==> config.mk <==
export PLATFORM = sky130hd
export DESIGN_NAME = tile_quarter_turn_rotator
export DESIGN_NICKNAME = d
export VERILOG_FILES = /design/src/rtl/tqr_pkg.sv /design/src/rtl/tile_quarter_turn_rotator.sv
export SDC_FILE = /design/constraint.sdc
export NUM_CORES = 1
export LEC_CHECK = 0
export BUFFER_PORTS_ARGS = -buffer_cell sky130_fd_sc_hd__buf_2
export CORE_AREA = 2 2 218 220
export DETAILED_ROUTE_END_ITERATION = 12
export DIE_AREA = 0 0 220 222
export PLACE_DENSITY = 0.68
export SETUP_SLACK_MARGIN = 0.15
export SLEW_MARGIN = 20
export SYNTH_ARGS = -nofsm -noshare
export SYNTH_HDL_FRONTEND = slang
export SYNTH_SLANG_ARGS = --single-unit
==> constraint.sdc <==
create_clock -name clk -period 12.2 [get_ports clk]
set_clock_uncertainty 0.05 [all_clocks]
set_input_delay 1.22 -clock clk [delete_from_list [all_inputs] [get_ports clk]]
set_output_delay 1.22 -clock clk [all_outputs]
set_load 0.005 [all_outputs]
==> src/rtl/tqr_pkg.sv <==
// types and constants shared by the tile quarter-turn rotator
package tqr_pkg;

  localparam int unsigned PIXEL_BITS           = 16;
  localparam int unsigned MAX_TILE_PIXELS_DEF  = 16384;
  localparam int unsigned DIM_W                = 11;
  localparam int unsigned COORD_W              = 10;
  localparam int unsigned NATIVE_W             = 12;
  localparam int unsigned INDEX_W              = 14;
  localparam int unsigned CFG_DATA_W           = 11;
  localparam int unsigned CFG_INDEX_W          = 2;
  localparam logic [DIM_W-1:0] MAX_DIM         = 11'd1024;
  localparam logic [DIM_W-1:0] PANEL_RESET     = 11'd1024;

  typedef enum logic [1:0] {
    ROT_0   = 2'd0,
    ROT_90  = 2'd1,
    ROT_180 = 2'd2,
    ROT_270 = 2'd3
  } rot_t;

  typedef enum logic [CFG_INDEX_W-1:0] {
    CFG_ROTATION = 2'd0,
    CFG_PANEL_W  = 2'd1,
    CFG_PANEL_H  = 2'd2
  } cfg_idx_t;

  typedef struct packed {
    logic [PIXEL_BITS-1:0] pixel;
    logic                  first;
    logic [COORD_W-1:0]    tile_x;
    logic [COORD_W-1:0]    tile_y;
    logic [DIM_W-1:0]      tile_w;
    logic [DIM_W-1:0]      tile_h;
  } tqr_in_t;

  typedef struct packed {
    logic [PIXEL_BITS-1:0]     out_pixel;
    logic [INDEX_W-1:0]        dst_index;
    logic signed [NATIVE_W-1:0] out_x;
    logic signed [NATIVE_W-1:0] out_y;
    logic [DIM_W-1:0]          out_w;
    logic [DIM_W-1:0]          out_h;
    logic                      last;
    logic                      area_error;
  } tqr_out_t;

endpackage

==> src/rtl/tile_quarter_turn_rotator.sv <==
// tile quarter-turn rotator: destination index and native rectangle per pixel
// a request passes through the input register and then the result register
// throughput: one pixel per cycle unless out_stall holds the result; the index uses one
//   14x11 multiply and the area check one 11x11 multiply, both in the single compute stage
// reset (rst_n low, synchronous): rotation 0, panel 1024 x 1024, counters zero,
//   held tile 1 x 1 at (0, 0), both pipeline stages empty
module tile_quarter_turn_rotator #(
  parameter int unsigned MAX_TILE_PIXELS = tqr_pkg::MAX_TILE_PIXELS_DEF
) (
  input  logic                                clk,
  input  logic                                rst_n,
  // pixel requests
  input  logic                                in_valid,
  output logic                                in_stall,
  input  tqr_pkg::tqr_in_t                    in_data,
  // results
  output logic                                out_valid,
  input  logic                                out_stall,
  output tqr_pkg::tqr_out_t                   out_data,
  // configuration writes
  input  logic                                cfg_we,
  input  logic [tqr_pkg::CFG_INDEX_W-1:0]     cfg_index,
  input  logic [tqr_pkg::CFG_DATA_W-1:0]      cfg_data
);

  import tqr_pkg::*;

  localparam int unsigned AREA_W = 2 * DIM_W;
  localparam int unsigned PROD_W = INDEX_W + DIM_W;

  // configuration registers
  rot_t             rot_r;
  logic [DIM_W-1:0] panel_w_r;
  logic [DIM_W-1:0] panel_h_r;

  // input register
  logic    s1_valid_r;
  tqr_in_t s1_r;

  // result register
  logic     out_valid_r;
  tqr_out_t out_r;
  tqr_out_t out_nxt;

  // tile walk state
  logic [COORD_W-1:0]  col_r, col_nxt;
  logic [COORD_W-1:0]  row_r, row_nxt;
  logic [INDEX_W-1:0]  lin_r, lin_nxt;
  logic [DIM_W-1:0]    held_w_r, held_h_r;
  logic [NATIVE_W-1:0] held_x_r, held_y_r;

  // compute stage signals
  logic                advance;
  logic                fire;
  logic                fst;
  logic [DIM_W-1:0]    new_w, new_h;
  logic [DIM_W-1:0]    w, h;
  logic [COORD_W-1:0]  c, r;
  logic [INDEX_W-1:0]  lin;
  logic [NATIVE_W-1:0] x12, y12, w12, h12, pw12, ph12;
  logic [NATIVE_W-1:0] new_x, new_y;
  logic [INDEX_W-1:0]  c14, r14, w14, h14;
  logic [INDEX_W-1:0]  mul_a;
  logic [PROD_W-1:0]   idx_prod;
  logic [AREA_W-1:0]   area;
  logic [INDEX_W-1:0]  idx;
  logic [DIM_W-1:0]    c_inc, r_inc;
  logic                row_end;
  logic                last;

  function automatic logic [DIM_W-1:0] clamp_dim(input logic [DIM_W-1:0] v);
    logic [DIM_W-1:0] res;
    if (v == '0) begin
      res = {{(DIM_W-1){1'b0}}, 1'b1};
    end else if (v > MAX_DIM) begin
      res = MAX_DIM;
    end else begin
      res = v;
    end
    return res;
  endfunction

  // the compute stage moves whenever the result register is free or being emptied
  assign advance   = !out_valid_r || !out_stall;
  assign fire      = s1_valid_r && advance;
  assign in_stall  = s1_valid_r && !advance;
  assign out_valid = out_valid_r;
  assign out_data  = out_r;

  // rectangle of the current pixel: freshly latched on first, held otherwise
  always_comb begin
    fst   = s1_r.first;
    new_w = clamp_dim(s1_r.tile_w);
    new_h = clamp_dim(s1_r.tile_h);
    w     = fst ? new_w : held_w_r;
    h     = fst ? new_h : held_h_r;
    c     = fst ? '0 : col_r;
    r     = fst ? '0 : row_r;
    lin   = fst ? '0 : lin_r;
  end

  // tile origin mapped back to native panel space, 12-bit wrap
  always_comb begin
    x12  = {{(NATIVE_W-COORD_W){1'b0}}, s1_r.tile_x};
    y12  = {{(NATIVE_W-COORD_W){1'b0}}, s1_r.tile_y};
    w12  = {{(NATIVE_W-DIM_W){1'b0}}, new_w};
    h12  = {{(NATIVE_W-DIM_W){1'b0}}, new_h};
    pw12 = {{(NATIVE_W-DIM_W){1'b0}}, panel_w_r};
    ph12 = {{(NATIVE_W-DIM_W){1'b0}}, panel_h_r};
    case (rot_r)
      ROT_90: begin
        new_x = pw12 - y12 - h12;
        new_y = x12;
      end
      ROT_180: begin
        new_x = pw12 - x12 - w12;
        new_y = ph12 - y12 - h12;
      end
      ROT_270: begin
        new_x = y12;
        new_y = ph12 - x12 - w12;
      end
      default: begin
        new_x = x12;
        new_y = y12;
      end
    endcase
  end

  // destination index, all arithmetic modulo 2^14
  always_comb begin
    c14 = {{(INDEX_W-COORD_W){1'b0}}, c};
    r14 = {{(INDEX_W-COORD_W){1'b0}}, r};
    w14 = {{(INDEX_W-DIM_W){1'b0}}, w};
    h14 = {{(INDEX_W-DIM_W){1'b0}}, h};
    // 90 cw walks columns of the source as rows; 270 walks them mirrored
    mul_a    = (rot_r == ROT_90) ? c14 : (w14 - {{(INDEX_W-1){1'b0}}, 1'b1} - c14);
    idx_prod = PROD_W'(mul_a) * PROD_W'(h);
    area     = AREA_W'(w) * AREA_W'(h);
    case (rot_r)
      ROT_90:  idx = idx_prod[INDEX_W-1:0] + h14 - {{(INDEX_W-1){1'b0}}, 1'b1} - r14;
      ROT_180: idx = area[INDEX_W-1:0] - {{(INDEX_W-1){1'b0}}, 1'b1} - lin;
      ROT_270: idx = idx_prod[INDEX_W-1:0] + r14;
      default: idx = lin;
    endcase
  end

  // end of row / end of tile and the next walk position
  always_comb begin
    c_inc   = {1'b0, c} + {{(DIM_W-1){1'b0}}, 1'b1};
    r_inc   = {1'b0, r} + {{(DIM_W-1){1'b0}}, 1'b1};
    row_end = (c_inc >= w);
    last    = row_end && (r_inc >= h);
    if (last) begin
      col_nxt = '0;
      row_nxt = '0;
      lin_nxt = '0;
    end else begin
      if (row_end) begin
        col_nxt = '0;
        row_nxt = r_inc[COORD_W-1:0];
      end else begin
        col_nxt = c_inc[COORD_W-1:0];
        row_nxt = r;
      end
      lin_nxt = lin + {{(INDEX_W-1){1'b0}}, 1'b1};
    end
  end

  // result assembly; width and height swap for the quarter turns
  always_comb begin
    out_nxt.out_pixel  = s1_r.pixel;
    out_nxt.dst_index  = idx;
    out_nxt.out_x      = fst ? new_x : held_x_r;
    out_nxt.out_y      = fst ? new_y : held_y_r;
    if (rot_r == ROT_90 || rot_r == ROT_270) begin
      out_nxt.out_w = h;
      out_nxt.out_h = w;
    end else begin
      out_nxt.out_w = w;
      out_nxt.out_h = h;
    end
    out_nxt.last       = last;
    out_nxt.area_error = (area > AREA_W'(MAX_TILE_PIXELS));
  end

  // configuration registers
  always_ff @(posedge clk) begin
    if (!rst_n) begin
      rot_r     <= ROT_0;
      panel_w_r <= PANEL_RESET;
      panel_h_r <= PANEL_RESET;
    end else if (cfg_we) begin
      case (cfg_index)
        CFG_ROTATION: rot_r     <= rot_t'(cfg_data[1:0]);
        CFG_PANEL_W:  panel_w_r <= cfg_data;
        CFG_PANEL_H:  panel_h_r <= cfg_data;
        default: ;
      endcase
    end
  end

  // pipeline valids
  always_ff @(posedge clk) begin
    if (!rst_n) begin
      s1_valid_r  <= 1'b0;
      out_valid_r <= 1'b0;
    end else begin
      if (!in_stall) begin
        s1_valid_r <= in_valid;
      end
      if (advance) begin
        out_valid_r <= s1_valid_r;
      end
    end
  end

  // pipeline payload
  always_ff @(posedge clk) begin
    if (in_valid && !in_stall) begin
      s1_r <= in_data;
    end
    if (fire) begin
      out_r <= out_nxt;
    end
  end

  // tile walk state, updated as each pixel leaves the compute stage
  always_ff @(posedge clk) begin
    if (!rst_n) begin
      col_r    <= '0;
      row_r    <= '0;
      lin_r    <= '0;
      held_w_r <= {{(DIM_W-1){1'b0}}, 1'b1};
      held_h_r <= {{(DIM_W-1){1'b0}}, 1'b1};
      held_x_r <= '0;
      held_y_r <= '0;
    end else if (fire) begin
      col_r <= col_nxt;
      row_r <= row_nxt;
      lin_r <= lin_nxt;
      if (fst) begin
        held_w_r <= new_w;
        held_h_r <= new_h;
        held_x_r <= new_x;
        held_y_r <= new_y;
      end
    end
  end

endmodule
Word level (Yosys, flattened, before mapping)
Cells that the tools add are included.
Word-level totals
  register bits: 243
  latch bits: 0
  bits in writable memories: 0
  memory bits (read-only): 0
  bits of input ports: 77
  output and inout bits: 80
  logic and storage cells: 94
  memories kept: 0
Operators by class
  add/sub/neg operators: 19
  multipliers: 2
  divide/modulo/power cells: 0
  magnitude comparators: 5
  eq/ne operators: 5
  shift-type cells: 0
  muxes and demuxes: 21
  bitwise logic cells: 0
  reductions and logical operators: 16
Operator list (number)
  $pmux 12 s3: 2
  $mux 11: 6
  $mux 10: 6
  $sub 11x10->12: 4
  $sub 12x11->12: 4
  $mux 14: 3
  $pmux 14 s3: 1
  $sub 14x1->14 const B: 2
  $mux 12: 2
  $add 10x1->11 const B: 2
  $ge 11x11->1: 2
  $gt 11x11->1 const B: 2
  $gt 22x15->1 const B: 1
  $logic_not 11->1: 2
  $mul 11x11->22: 1
  $mux 22: 1
  $add 14x1->14 const B: 1
  $add 14x10->14: 1
  $add 14x11->14: 1
  $mul 14x11->14: 1
  $sub 14x10->14: 1
  $sub 14x14->14: 1
  $sub 12x11->13: 1
  $sub 11x1->12 const B: 1
  other kinds (7): 19

Longest topological paths before layout
  depth in word-level cells: 12
  mapped depth: 42
  depth with buffers taken out: 39

Worst setup path after synthesis
Ideal clock, no wire load.
  path type: reg-to-reg
  start: register s1_r (netlist bit fst)
  end: register out_r (netlist bit out_data[61]) (data pin)
  library setup time: 0.167 ns
  data arrival time: 9.014 ns
  required time: 11.983 ns
  slack: 2.968 ns
  cell stages (with the launch flop): 37
  path buffers: 6
  period minus slack after synthesis: 9.232 ns
  cells stage by stage: edfxtp_1 > buf_6 > buf_6 > buf_6 > clkbuf_1 > clkbuf_1 > a21o_1 > inv_1 > clkbuf_1 > xnor2_1 > ha_1 > o2111ai_1 > and4_1 > o31ai_1 > nand2_1 > fa_1 > inv_1 > fa_1 > ha_1 > fa_1 > fa_1 > ha_1 > nand3_1 > o211ai_1 > nor2_1 > xnor2_1 > fa_1 > ha_1 > a31o_2 > a21o_1 > a21o_1 > a21o_1 > a21oi_1 > xnor2_1 > o22ai_1 > xnor2_1 > a221oi_2
On the way
  longest elaborated chain between the ends: 9
  elaborated cells on any way between the ends: 17
  those cells by class: add/sub: 8; mul: 2; mux: 7
RTL lines
  start: declaration: RTL line tile_quarter_turn_rotator.sv:38  | tqr_in_t s1_r;
  start signal: assignment: RTL line tile_quarter_turn_rotator.sv:221  | s1_r <= in_data;
  $mux 11
  $sub 11x1->12: RTL line tile_quarter_turn_rotator.sv:137  | mul_a = (rot_r == ROT_90) ? c14 : (w14 - {{(INDEX_W-1){1'b0}}, 1'b1} - c14);
  $sub 12x11->13: RTL line tile_quarter_turn_rotator.sv:137
  $mux 14: RTL line tile_quarter_turn_rotator.sv:137
  $mul 14x11->14: RTL line tile_quarter_turn_rotator.sv:138  | idx_prod = PROD_W'(mul_a) * PROD_W'(h);
  $add 14x11->14: RTL line tile_quarter_turn_rotator.sv:141  | ROT_90: idx = idx_prod[INDEX_W-1:0] + h14 - {{(INDEX_W-1){1'b0}}, 1'b1} - r14;
  $sub 14x1->14: RTL line tile_quarter_turn_rotator.sv:141
  $sub 14x10->14: RTL line tile_quarter_turn_rotator.sv:141
  $pmux 14 s3 *: RTL line tile_quarter_turn_rotator.sv:140  | case (rot_r)
  via idx[13]: RTL line tile_quarter_turn_rotator.sv:66  | logic [INDEX_W-1:0] idx;
  end signal: assignment: RTL line tile_quarter_turn_rotator.sv:224  | out_r <= out_nxt;
  end: declaration: RTL line tile_quarter_turn_rotator.sv:42  | tqr_out_t out_r;
The timed path passes the listed nets; every way through them passes the cells marked *.
A chain may end at the register's enable or synchronous reset.

Worst setup path after layout
  start: register s1_r[13] (netlist bit)
  end: register out_r (netlist bit out_data[61]) (data pin)
On the way
  longest elaborated chain between the ends: 12
  elaborated cells on any way between the ends: 17
  those cells by class: add/sub: 8; mul: 2; order compare: 1; mux: 5; reduce/logical: 1
RTL lines
  $gt 11x11->1: RTL line tile_quarter_turn_rotator.sv:75  | end else if (v > MAX_DIM) begin
  $mux 11: RTL line tile_quarter_turn_rotator.sv:75
  $mux 11 *: RTL line tile_quarter_turn_rotator.sv:73  | if (v == '0) begin
  $mux 11 *
  $sub 11x1->12: RTL line tile_quarter_turn_rotator.sv:137
  $sub 12x11->13: RTL line tile_quarter_turn_rotator.sv:137
  $mux 14: RTL line tile_quarter_turn_rotator.sv:137
  $mul 14x11->14: RTL line tile_quarter_turn_rotator.sv:138
  $add 14x11->14: RTL line tile_quarter_turn_rotator.sv:141
  $sub 14x1->14: RTL line tile_quarter_turn_rotator.sv:141
  $sub 14x10->14: RTL line tile_quarter_turn_rotator.sv:141
  $pmux 14 s3 *: RTL line tile_quarter_turn_rotator.sv:140
  via idx[13]: RTL line tile_quarter_turn_rotator.sv:66
Marked as above.

==> run metrics <==
outcome finished, final reports clean; Syn Nets 2,952; I/O Buffers 156; Setup Viol. Count Final 0; Slew HR 22.13%; number of max-cap violations 0; num ports roughly 160; Fill cells 4,213; crit path max fanout 13; Hold Crit Class register to register; First-pass DRT Iterations 6; dpl hpwl a little over 50,000 um; P per Cell Area 184.9 mW/mm^2; antenna viol nets, final 0; Cells after Synth 2,466; f_max between 90 and 100 MHz; Root Driver clkbuf_16; leakage 11.20 nW; vias in the first global route 18,700; CP endpoint kind register; number of synthesized flops with an enable pin around 140; Synth warnings 0; Distinct cells, synth 93; Mapped Area 0.02292 mm^2; Die Area between 0.04 and 0.05 mm^2; syn avg cell area a little over 9 um^2; Hold Violations, Final 0; cts repair resizes 0; grt ovf 0; Critical Path Start Type register; nets 3,059; clock sink count 243; CTS Buf Count 28; critical path arrival 10.36 ns; Std-Cell Rows 79; core area 0.04626 mm^2; Area Overhead vs Synth 9.789%; register area share after synthesis a little over a quarter; Fin Hold WS between 0.3 and 0.4 ns; most common cell after layout, fill and taps aside inv_1; pin count of the biggest net entering global routing 75; Primary FF master, synth edfxtp_1; antenna violations before repair 1; vias per inst 5.669; crit-path max cell delay around 0.61 ns; drt drc 0; clock latency on the worst-skew pair between 0.5 and 0.6 ns; RSZ-0062 raised after global routing false; setup_tns 0 ns; Worst Path Class, Setup register to register; TritonCTS clock tree done; CP required between 10 and 15 ns; Yosys reg bits 243; wire per inst a little over 20 um; asr flop ratio synth 0%; Post-CTS Setup Bufs 0; Tcrit/Tclk final 83.07%; WL final roughly 65,000 um; Hold Buf Count CTS 0; Final min period 10.13 ns; DR vias about 18,000; Clock transition at path regs 0.06 ns; fraction of layout cells with a size suffix above 1 11.91%; Tot GR Track Use 27.27%; first-pass GRT wire length 104,000 um; GPL Wtd Cong 0.9601; Detailed Route Iter0 Violations 1,426; # H-tree levels 1; clk buf depth 3; Die Wd 220 um; starting density of the core between 40% and 50%; Die Ht 222 um; slowest library cell on the worst path fa_1; Worst Max-Slew Pin Slew 1.164 ns; Slew Limit Fails 0; VDD IR max between 0.0003 and 0.0004 V; most frequent cells in the layout inv_1, nand2_1, nor2_1
## cell usage after synthesis, types with 4 or more instances
library cell | n | area, um^2
xnor2_1 | 87 | 762.0
fa_1 | 191 | 3824
or3_1 | 9 | 56.30
dfxtp_1 | 106 | 2122
or4_1 | 5 | 37.54
inv_2 | 4 | 15.01
ha_1 | 218 | 2728
nor3_1 | 37 | 185.2
o21bai_1 | 20 | 150.1
o32ai_1 | 4 | 35.03
clkbuf_1 | 68 | 255.2
and3_1 | 16 | 100.1
a31oi_1 | 15 | 93.84
o21ai_1 | 7 | 35.03
clkinv_1 | 7 | 26.28
nor2b_1 | 36 | 225.2
mux2_2 | 24 | 270.3
edfxtp_1 | 137 | 4114
buf_2 | 5 | 25.02
nor2_1 | 243 | 912.1
o21a_1 | 16 | 120.1
o211ai_1 | 16 | 120.1
a22oi_1 | 11 | 82.58
nor4_1 | 7 | 43.79
a211oi_1 | 28 | 210.2
a2111oi_0 | 4 | 35.03
a21o_1 | 31 | 232.7
buf_1 | 22 | 82.58
mux4_2 | 23 | 518.0
mux2i_1 | 40 | 400.4
nand2_1 | 271 | 1017
inv_1 | 325 | 1220
nand3_1 | 51 | 255.2
buf_6 | 5 | 56.30
nand2b_1 | 6 | 37.54
nand4_1 | 4 | 25.02
and2_1 | 19 | 118.9
xor2_1 | 42 | 367.9
o21ai_0 | 74 | 370.4
a21oi_1 | 133 | 665.6
nand3b_1 | 9 | 67.56
a21boi_0 | 12 | 90.09
## final timing paths
| check | from | to | slack (ns) | cells after the start |
|---|---|---|---|---|
| max | s1_r[13]$_DFFE_PP_ | out_data[61]$_DFFE_PP_ | 2.07 | 37 |
| min reg2reg | out_nxt[73]$_DFFE_PP_ | out_data[73]$_DFFE_PP_ | 0.36 | 0 |
| min | out_nxt[73]$_DFFE_PP_ | out_data[73]$_DFFE_PP_ | 0.36 | 0 |
| max reg2reg | s1_r[13]$_DFFE_PP_ | out_data[61]$_DFFE_PP_ | 2.07 | 37 |
## critical path, delay by kind of cell, from the launching register on
kind	cells	cell delay, ns
buffers and inverters	6	0.49
adders and majority gates	10	4.05
DFF	1	0.40
AOI/OAI and AO/OA	11	2.38
muxes	1	0.53
xor gates and xnor gates	5	0.96
and+or+nand+nor	4	0.94
## flip-flops by register name, summed over array words and instances (netlist names)
register,count
out_data,78
row_r,10
held_x_r,12
fst,1
held_h_r,11
held_w_r,11
panel_h_r,11
out_valid,1
col_r,10
held_y_r,12
rot_r,2
s1_valid_r,1
out_nxt,16
panel_w_r,11
lin_r,14
s1_r,42
## cells by family after synthesis
family                   share of synthesized area, %
buffers and inverters                           7.420
flip-flops                                      27.21
AND/OR/NAND/NOR                                 14.44
AO/OA/AOI/OAI                                   11.81
XOR/XNOR                                        5.225
adder cells (fa/ha/maj)                         28.59
multiplexers                                    5.307
## power breakdown
part | internal [W] | switching (W) | total (W) | leakage [nW]
Sequential | 0.000918 | 0.0000267 | 0.000944 | 2.18
Clock | 0.000505 | 0.000364 | 0.000869 | 0.454
Combinational | 0.00125 | 0.00159 | 0.00284 | 8.56
Total | 0.00267 | 0.00198 | 0.00465 | 11.2
## layout make-up
| class | count | area, um^2 | share of cell area, % |
|---|---|---|---|
| Antenna cell | 1 | 2.502 | 0.009946 |
| Clock buffer | 34 | 754.5 | 2.999 |
| Clock inverter | 18 | 187.7 | 0.7459 |
| Inverter | 337 | 1271 | 5.052 |
| Multi-Input combinational cell | 1784 | 14990 | 59.58 |
| Sequential cell | 243 | 6241 | 24.80 |
| Tap cell | 607 | 759.5 | 3.019 |
| Timing Repair Buffer | 179 | 953.4 | 3.789 |
## metal layers
metal,up-vias,global-route usage (%),part of all wire [%]
met4,0,7.296,3.0
li1,8502,-,-
met1,8893,39.42,45
met2,655,43.32,45
met3,108,3.141,6.4
met5,-,0,0
## metrics by stage
step | util, % | area [um^2] | total power [W] | setup slack (ns) | cells
final | 54.39 | 25160 | 0.004652 | 2.065 | 3203
after CTS | 54.38 | 25160 | 0.004640 | 2.165 | 3202
after detailed placement | 52.35 | 24220 | 0.003750 | 2.200 | 3150
after global placement | 52.35 | 24220 | 0.003652 | 2.424 | 3150
after global routing | 54.39 | 25160 | 0.005044 | 1.463 | 3203
after floorplan | - | 22920 | 0.003153 | 2.968 | 2466
No activity file was read; power rests on OpenSTA's default activity.
